--- src/sv/rsa_pkg.sv ---
`default_nettype none
// ----------------------------------------------------------------------------
// rsa_pkg
// shared types, constants and command/status structs for the running
// statistics accumulator
// ----------------------------------------------------------------------------
package rsa_pkg;

	localparam int FracBits = 16;

	typedef struct packed {
		logic [31:0] sample;
		logic        skip_flush;
		logic [30:0] frame_number;
	} in_item_t;

	typedef struct packed {
		logic [31:0] sample_total;
		logic [31:0] lowest;
		logic [31:0] highest;
		logic [31:0] average;
		logic [30:0] deviation;
	} out_item_t;

	// controller -> datapath
	typedef struct packed {
		logic load;       // capture input, update count/min/max, start mean divide
		logic div_step;   // one quotient bit
		logic mean_upd;   // apply quotient to mean
		logic mul;        // form product of deviations
		logic acc;        // accumulate m2
		logic flush_div;  // start m2/count divide
		logic sqrt_init;  // start root
		logic sqrt_step;  // one root digit
		logic emit;       // load output register, clear stats
	} cmd_t;

	// datapath -> controller
	typedef struct packed {
		logic flush;
	} sts_t;

	typedef enum logic [8:0] {
		ST_IDLE  = 9'b000000001,
		ST_DIV   = 9'b000000010,
		ST_MEAN  = 9'b000000100,
		ST_MUL   = 9'b000001000,
		ST_ACC   = 9'b000010000,
		ST_FDIV  = 9'b000100000,
		ST_SQI   = 9'b001000000,
		ST_SQRT  = 9'b010000000,
		ST_OUT   = 9'b100000000
	} state_t;

endpackage
`default_nettype wire

--- src/sv/running_statistics_accumulator.sv ---
`default_nettype none
// ----------------------------------------------------------------------------
// running_statistics_accumulator
// online count, min, max, welford mean and population deviation of Q16.16
// samples; one record per flush request
// ----------------------------------------------------------------------------
//  channel | direction | payload            | handshake
//  in      | input     | rsa_pkg::in_item_t  | in_valid / in_stall
//  out     | output    | rsa_pkg::out_item_t | out_valid / out_stall
//
// a request without flush runs accept, the serial mean divider, update, multiply
// and accumulate; a flushing request adds the m2 divide (load and 64 steps),
// the serial root and a load of the output register
// reset clears statistics, last flush frame and output valid
// the result sits in an output register; a new request is taken while it waits,
// but the next flush holds until it is taken
// ----------------------------------------------------------------------------
module running_statistics_accumulator (
	input  wire logic               clk,
	input  wire logic               arst_n,
	input  wire logic               in_valid,
	output logic                    in_stall,
	input  wire rsa_pkg::in_item_t  in_data,
	output logic                    out_valid,
	input  wire logic               out_stall,
	output rsa_pkg::out_item_t      out_data
);

	rsa_pkg::cmd_t     cmd;
	rsa_pkg::sts_t     sts;
	rsa_pkg::in_item_t item_q;
	logic              first_cnt;

	// hold the request for the frame number at emit
	always_ff @(posedge clk) begin
		if (cmd.load) item_q <= in_data;
	end

	rsa_control u_ctrl (
		.clk      (clk),
		.arst_n   (arst_n),
		.in_valid (in_valid),
		.in_stall (in_stall),
		.out_valid(out_valid),
		.out_stall(out_stall),
		.sts      (sts),
		.cmd      (cmd),
		.first_cnt(first_cnt)
	);

	rsa_datapath u_dp (
		.clk      (clk),
		.in_item  (cmd.load ? in_data : item_q),
		.cmd      (cmd),
		.first_cnt(first_cnt),
		.sts      (sts),
		.result   (out_data),
		.arst_n   (arst_n)
	);

endmodule
`default_nettype wire

--- src/sv/rsa_datapath.sv ---
`default_nettype none
// ----------------------------------------------------------------------------
// rsa_datapath
// statistics registers, shared serial divider, multiplier and serial root
// ----------------------------------------------------------------------------
module rsa_datapath (
	input  wire logic              clk,
	input  wire rsa_pkg::in_item_t in_item,
	input  wire rsa_pkg::cmd_t     cmd,
	input  wire logic              first_cnt,
	output rsa_pkg::sts_t          sts,
	output rsa_pkg::out_item_t     result,
	input  wire logic              arst_n
);

	logic [31:0] tally_q, min_q, max_q, mean_q;
	logic [63:0] m2_q;
	logic [30:0] last_frame_q;
	logic [31:0] x_q;
	logic        flush_q;
	logic        neg_q;
	logic [32:0] delta_q;     // signed delta, 33 bits
	logic [63:0] quo_q, rem_q, dvd_q;
	logic [63:0] prod_q;
	logic [63:0] sq_v_q, sq_root_q, sq_bit_q;
	logic [31:0] mean_new;
	logic [32:0] d2;
	logic [32:0] mag1, mag2;
	logic [64:0] sum;
	logic [64:0] trial;
	logic [63:0] rb;
	logic [63:0] dev;

	assign sts.flush = flush_q;
	assign mag1 = delta_q[32] ? 33'(-delta_q) : delta_q;
	assign d2   = {x_q[31], x_q} - {mean_new[31], mean_new};
	assign mag2 = d2[32] ? 33'(-d2) : d2;
	assign mean_new = mean_q;
	assign sum  = {1'b0, m2_q} + {1'b0, prod_q};
	assign trial = {1'b0, rem_q[62:0], dvd_q[63]} - {33'd0, tally_q};
	assign rb   = sq_root_q + sq_bit_q;
	assign dev  = sq_root_q;

	always_ff @(posedge clk or negedge arst_n) begin
		if (!arst_n) begin
			tally_q      <= '0;
			min_q        <= '0;
			max_q        <= '0;
			mean_q       <= '0;
			m2_q         <= '0;
			last_frame_q <= '0;
			flush_q      <= 1'b0;
		end else if (cmd.load) begin
			flush_q <= !in_item.skip_flush && (in_item.frame_number > last_frame_q);
			if (tally_q == '0) begin
				min_q <= in_item.sample;
				max_q <= in_item.sample;
			end else begin
				if ($signed(in_item.sample) < $signed(min_q)) min_q <= in_item.sample;
				if ($signed(in_item.sample) > $signed(max_q)) max_q <= in_item.sample;
			end
			if (tally_q != '1) tally_q <= tally_q + 32'd1;
		end else if (cmd.mean_upd) begin
			mean_q <= neg_q ? 32'(mean_q - quo_q[31:0]) : 32'(mean_q + quo_q[31:0]);
		end else if (cmd.acc) begin
			m2_q <= sum[64] ? '1 : sum[63:0];
		end else if (cmd.emit) begin
			last_frame_q <= in_item.frame_number;
			tally_q <= '0;
			min_q   <= '0;
			max_q   <= '0;
			mean_q  <= '0;
			m2_q    <= '0;
		end
	end

	// sample, delta, product and result stages carry no reset
	always_ff @(posedge clk) begin
		if (cmd.load) begin
			x_q     <= in_item.sample;
			delta_q <= {in_item.sample[31], in_item.sample} - {mean_q[31], mean_q};
		end
		if (cmd.mul) prod_q <= 64'(mag1) * 64'(mag2);
		// restoring divider by tally, one bit per step
		if (first_cnt && cmd.div_step) begin
			// first step of mean divide: set up from delta magnitude
			dvd_q <= {31'd0, mag1} << 31;
			rem_q <= '0;
			quo_q <= '0;
			neg_q <= delta_q[32];
		end else if (cmd.flush_div) begin
			dvd_q <= m2_q;
			rem_q <= '0;
			quo_q <= '0;
		end else if (cmd.div_step) begin
			dvd_q <= {dvd_q[62:0], 1'b0};
			if (!trial[64]) begin
				rem_q <= trial[63:0];
				quo_q <= {quo_q[62:0], 1'b1};
			end else begin
				rem_q <= {rem_q[62:0], dvd_q[63]};
				quo_q <= {quo_q[62:0], 1'b0};
			end
		end
		// bitwise integer square root, one digit per step
		if (cmd.sqrt_init) begin
			sq_v_q    <= quo_q;
			sq_root_q <= '0;
			sq_bit_q  <= 64'd1 << 62;
		end else if (cmd.sqrt_step) begin
			if (sq_v_q >= rb) begin
				sq_v_q    <= sq_v_q - rb;
				sq_root_q <= (sq_root_q >> 1) + sq_bit_q;
			end else begin
				sq_root_q <= sq_root_q >> 1;
			end
			sq_bit_q <= sq_bit_q >> 2;
		end
		if (cmd.emit) begin
			result.sample_total <= tally_q;
			result.lowest       <= min_q;
			result.highest      <= max_q;
			result.average      <= mean_q;
			result.deviation    <= (dev > 64'h7FFF_FFFF) ? 31'h7FFF_FFFF : dev[30:0];
		end
	end

endmodule
`default_nettype wire

--- src/sv/rsa_control.sv ---
`default_nettype none
// ----------------------------------------------------------------------------
// rsa_control
// sequencer for one sample: divide, update, multiply, accumulate, optional flush
// ----------------------------------------------------------------------------
module rsa_control (
	input  wire logic          clk,
	input  wire logic          arst_n,
	input  wire logic          in_valid,
	output logic               in_stall,
	output logic               out_valid,
	input  wire logic          out_stall,
	input  wire rsa_pkg::sts_t sts,
	output rsa_pkg::cmd_t      cmd,
	output logic               first_cnt
);

	rsa_pkg::state_t state_q, state_d;
	logic [5:0] cnt_q;
	logic       out_valid_q;

	assign out_valid = out_valid_q;
	assign in_stall  = (state_q != rsa_pkg::ST_IDLE);
	assign first_cnt = (cnt_q == 6'd0) && (state_q == rsa_pkg::ST_DIV);

	always_comb begin
		cmd = '0;
		state_d = state_q;
		case (state_q)
			rsa_pkg::ST_IDLE: begin
				if (in_valid) begin
					cmd.load = 1'b1;
					state_d = rsa_pkg::ST_DIV;
				end
			end
			rsa_pkg::ST_DIV: begin
				cmd.div_step = 1'b1;
				if (cnt_q == 6'd33) state_d = rsa_pkg::ST_MEAN;
			end
			rsa_pkg::ST_MEAN: begin
				cmd.mean_upd = 1'b1;
				state_d = rsa_pkg::ST_MUL;
			end
			rsa_pkg::ST_MUL: begin
				cmd.mul = 1'b1;
				state_d = rsa_pkg::ST_ACC;
			end
			rsa_pkg::ST_ACC: begin
				cmd.acc = 1'b1;
				state_d = sts.flush ? rsa_pkg::ST_FDIV : rsa_pkg::ST_IDLE;
			end
			rsa_pkg::ST_FDIV: begin
				if (cnt_q == 6'd0) cmd.flush_div = 1'b1;
				else cmd.div_step = 1'b1;
				if (cnt_q == 6'd63) state_d = rsa_pkg::ST_SQI;
			end
			rsa_pkg::ST_SQI: begin
				cmd.div_step = 1'b1; // last quotient bit
				state_d = rsa_pkg::ST_SQRT;
			end
			rsa_pkg::ST_SQRT: begin
				if (cnt_q == 6'd0) cmd.sqrt_init = 1'b1;
				else cmd.sqrt_step = 1'b1;
				if (cnt_q == 6'd32) state_d = rsa_pkg::ST_OUT;
			end
			rsa_pkg::ST_OUT: begin
				if (!out_valid_q || !out_stall) begin
					cmd.emit = 1'b1;
					state_d = rsa_pkg::ST_IDLE;
				end
			end
			default: state_d = rsa_pkg::ST_IDLE;
		endcase
	end

	always_ff @(posedge clk or negedge arst_n) begin
		if (!arst_n) begin
			state_q     <= rsa_pkg::ST_IDLE;
			cnt_q       <= '0;
			out_valid_q <= 1'b0;
		end else begin
			state_q <= state_d;
			cnt_q   <= (state_d != state_q) ? 6'd0 : 6'(cnt_q + 6'd1);
			if (cmd.emit) out_valid_q <= 1'b1;
			else if (!out_stall) out_valid_q <= 1'b0;
		end
	end

endmodule
`default_nettype wire
--- config.mk ---
export PLATFORM = sky130hd
export DESIGN_NAME = running_statistics_accumulator
export DESIGN_NICKNAME = d
export VERILOG_FILES = /design/src/sv/rsa_pkg.sv /design/src/sv/running_statistics_accumulator.sv /design/src/sv/rsa_datapath.sv /design/src/sv/rsa_control.sv
export SDC_FILE = /design/constraint.sdc
export NUM_CORES = 2
export LEC_CHECK = 0
export BUFFER_PORTS_ARGS = -buffer_cell sky130_fd_sc_hd__clkbuf_2
export CORE_MARGIN = 3
export CORE_UTILIZATION = 40
export CTS_CLUSTER_DIAMETER = 50
export DETAILED_ROUTE_END_ITERATION = 10
export PLACE_DENSITY = 0.65
export SYNTH_ARGS = -nofsm -noshare
export SYNTH_HDL_FRONTEND = slang
export SYNTH_HIERARCHICAL = 1
export SYNTH_SLANG_ARGS = --single-unit
--- constraint.sdc ---
create_clock -name clk -period 11.4 [get_ports clk]
set_input_delay 1.14 -clock clk [delete_from_list [all_inputs] [get_ports clk]]
set_output_delay 1.14 -clock clk [all_outputs]
set_load 0.01 [all_outputs]
==> results_dict.tcl <==
set metrics [dict create \
    status "complete, no violations" \
    crit_top_cell "fa_1" \
    vias 75100 \
    nFillCells 21700 \
    worst_slew_pin_slew_ps 1380 \
    synth_cell_types 116 \
    worstPathMaxFanout 17 \
    relSlewSlack_pct 7.75 \
    cts.sinks 944 \
    synth_top_area_share_pct 21.0 \
    fmax_mhz 90.3 \
    critical_path_class "reg2reg" \
    grt_usage_pct 24.4 \
    async_flop_share_pct 25.4 \
    die-area_um2 235000 \
    dr.pass1.iters 8 \
    synth_edf_count 386 \
    maxCapViolations 0 \
    ys.flop_type "edfxtp_1" \
    synth.top_cells.by_area "fa_1 (21%), edfxtp_1 (13%), ha_1 (9.2%), dfxtp_1 (6.9%), dfrtp_1 (6.5%)" \
    reg2reg_slack_ps 330 \
    grt_pass1_wl_mm 449 \
    clockRootBuffer "clkbuf_16" \
    core_um2 228000 \
    avgRoutedWirePerCell_um 21.7 \
    drtIter0Drc 6772 \
    syn_area_um2 91800 \
    clk_latency_ps 850 \
    wl_mm 290 \
    numCtsBuffers 137 \
    min_period_over_period_pct 97.1 \
    syn_avg_cell_area_um2 9.14 \
    fin_crit_ps 11070 \
    io_pins 229 \
    cp-start-kind "register" \
    end_kind "register" \
    placementRows 175 \
    synth_commonest_cells "inv_1 (1307), nand2_1 (1307), fa_1 (963), nor2_1 (836), ha_1 (673)" \
    fp.dieH_um 485 \
    initial_core_util_pct 40.3 \
    post-route-util_pct 45.4 \
    synth.largest_area_cell "fa_1" \
    ys_warn_count 6 \
    slowest_delay_ps 580 \
    ys_seq_elements 944 \
    final_max_slew_viol_count 0 \
    rr_worst_depth 35 \
    worstReg2RegStart "u_dp/delta_q[2]" \
    finClkSkew_ps 99.3 \
    cts_tree "done" \
    nets 12000 \
    vias_per_cell 5.61 \
    r2r-end "u_dp/prod_q[62]" \
    antenna_found_initial 10 \
    routabilityCongestion 1.00 \
    hold_viol_final 0 \
    area_delta_synth_final_pct 12.5 \
    clk_pin_slew_worst_paths_ps 60 \
    postSynthCellCount 10000 \
    grt_pass1_vias 75700 \
    arrival_ps 11600 \
    critical_path_required_ps 11920 \
    place_hpwl_mm 223 \
    grt_overflow 0 \
    drive_gt1_share_pct 10.0 \
    port_buffers 228 \
    setup_viol 0 \
    synth_nets 11700 \
    hold_class "in2async" \
    cp_slowest_cell "fa_1" \
    die_w_um 485 \
    grt_max_degree 174 \
    ant_nets 0 \
    cts_max_path_buffers 3 \
    htreeDepth 4 \
    yosysSeqAreaShare_pct 26.1 \
    drc 0 \
]
==> cell families (layout without fill, tap and decap cells) <==
| kind of cell | after synthesis | after routing | share of synthesized area (%) |
|---|---|---|---|
| DFF | 944 | 944 | 26.1 |
| adders and majority gates | 1636 | 1636 | 30.2 |
| xor gates and xnor gates | 546 | 546 | 5.23 |
| buffers and inverters | 1779 | 2107 | 7.50 |
| other | 0 | 7 | 0 |
| muxes | 222 | 222 | 2.76 |
| AOI/OAI and AO/OA | 1897 | 1897 | 13.5 |
| and+or+nand+nor | 3013 | 3013 | 14.7 |
==> stage by stage <==
step / std cells / hold WS [ps] / setup slack [ps] / TNS, ps / cell area [um2]
2_1_floorplan: 10000 / 424 / 62.7 / 0 / 91800
3_3_place_gp: 13100 / 456 / -65.3 / -65.3 / 98000
3_5_place_dp: 13100 / 462 / -112 / -344 / 98000
4_1_cts: 13400 / 430 / 43.5 / 0 / 103000
5_1_grt: 13400 / 459 / -35.1 / -35.1 / 103000
6_report: 13400 / 377 / 325 / 0 / 103000
==> cells in the final DEF, fill, tap and decap left out, types with 103 or more instances in the layout <==
master,instances
nor2_1,830
nor3_1,128
fa_1,963
buf_4,274
nand3_1,104
o21ai_0,469
nand2b_1,103
a21o_1,248
ha_1,673
dfrtp_1,239
edfxtp_1,386
xor2_1,173
mux2i_1,152
xnor2_1,316
dfxtp_1,318
nand2_1,1304
clkbuf_2,227
clkbuf_16,140
a21oi_1,419
inv_1,1306
==> worst max-delay path, delay by kind of cell (launching register included) <==
kind / cells / cell delay (ps)
AND/OR/NAND/NOR: 7 / 2260
buffers and inverters: 6 / 900
XOR/XNOR: 2 / 640
adder cells (fa/ha/maj): 9 / 4280
AO/OA/AOI/OAI: 11 / 2240
flip-flops: 1 / 490
==> per-layer routing <==
metal  vias to the layer above  GRT usage, %  routed length (um)
li1                      33900             -                   -
met5                         -             0                  13
met1                     37500          34.0              125000
met3                       574          4.21               24100
met2                      3147          38.1              130000
met4                         2          8.80               11100
==> timing repair <==
| action | CTS | global route |
|---|---|---|
| pin swaps | 0 | 11 |
| hold buffers | 0 | 0 |
| resized for setup | 7 | 57 |
| setup buffers | 0 | 11 |
| endpoints found under the setup margin | 6 | 19 |
==> worst max path at each step <==
| stage | start | endpoint | slack, ps | depth (start not counted) |
|---|---|---|---|---|
| 6_report | u_dp/delta_q[2] | u_dp/prod_q[62] | 330 | 35 |
| 5_1_grt | u_dp/mean_new[3] | u_dp/prod_q[62] | -40 | 45 |
| 4_1_cts | u_dp/delta_q[2] | u_dp/prod_q[63] | 40 | 36 |
| 3_5_place_dp | u_dp/mean_new[14] | u_dp/prod_q[62] | -110 | 40 |
| 3_3_place_gp | u_dp/mean_new[4] | u_dp/prod_q[62] | -70 | 41 |
| 2_1_floorplan | out_stall | u_dp/tally_q[27] | 60 | 11 |
==> layout make-up <==
cell class	count	area [um2]	share of cell area (%)
Timing Repair Buffer	543	3960	3.83
Antenna cell	7	17.5	0.0170
Sequential cell	944	24000	23.2
Multi-Input combinational cell	7314	61800	59.8
Tap cell	3009	3760	3.65
Clock buffer	166	3680	3.56
Inverter	1308	4910	4.75
Clock inverter	90	1170	1.13
==> flip-flops by register name, summed over array words and instances, names as in the netlist, 33 cells and up <==
signal,count
u_dp/quo_q,64
item_q,64
u_dp/m2_q,64
u_dp/dev,64
u_dp/result,159
u_dp/dvd_q,64
u_dp/rem_q,63
u_dp/sq_v_q,64
u_dp/delta_q,33
u_dp/prod_q,64
Power is not shown: default switching activity piles up to over one toggle a cycle in this logic, so the estimate is an artifact.
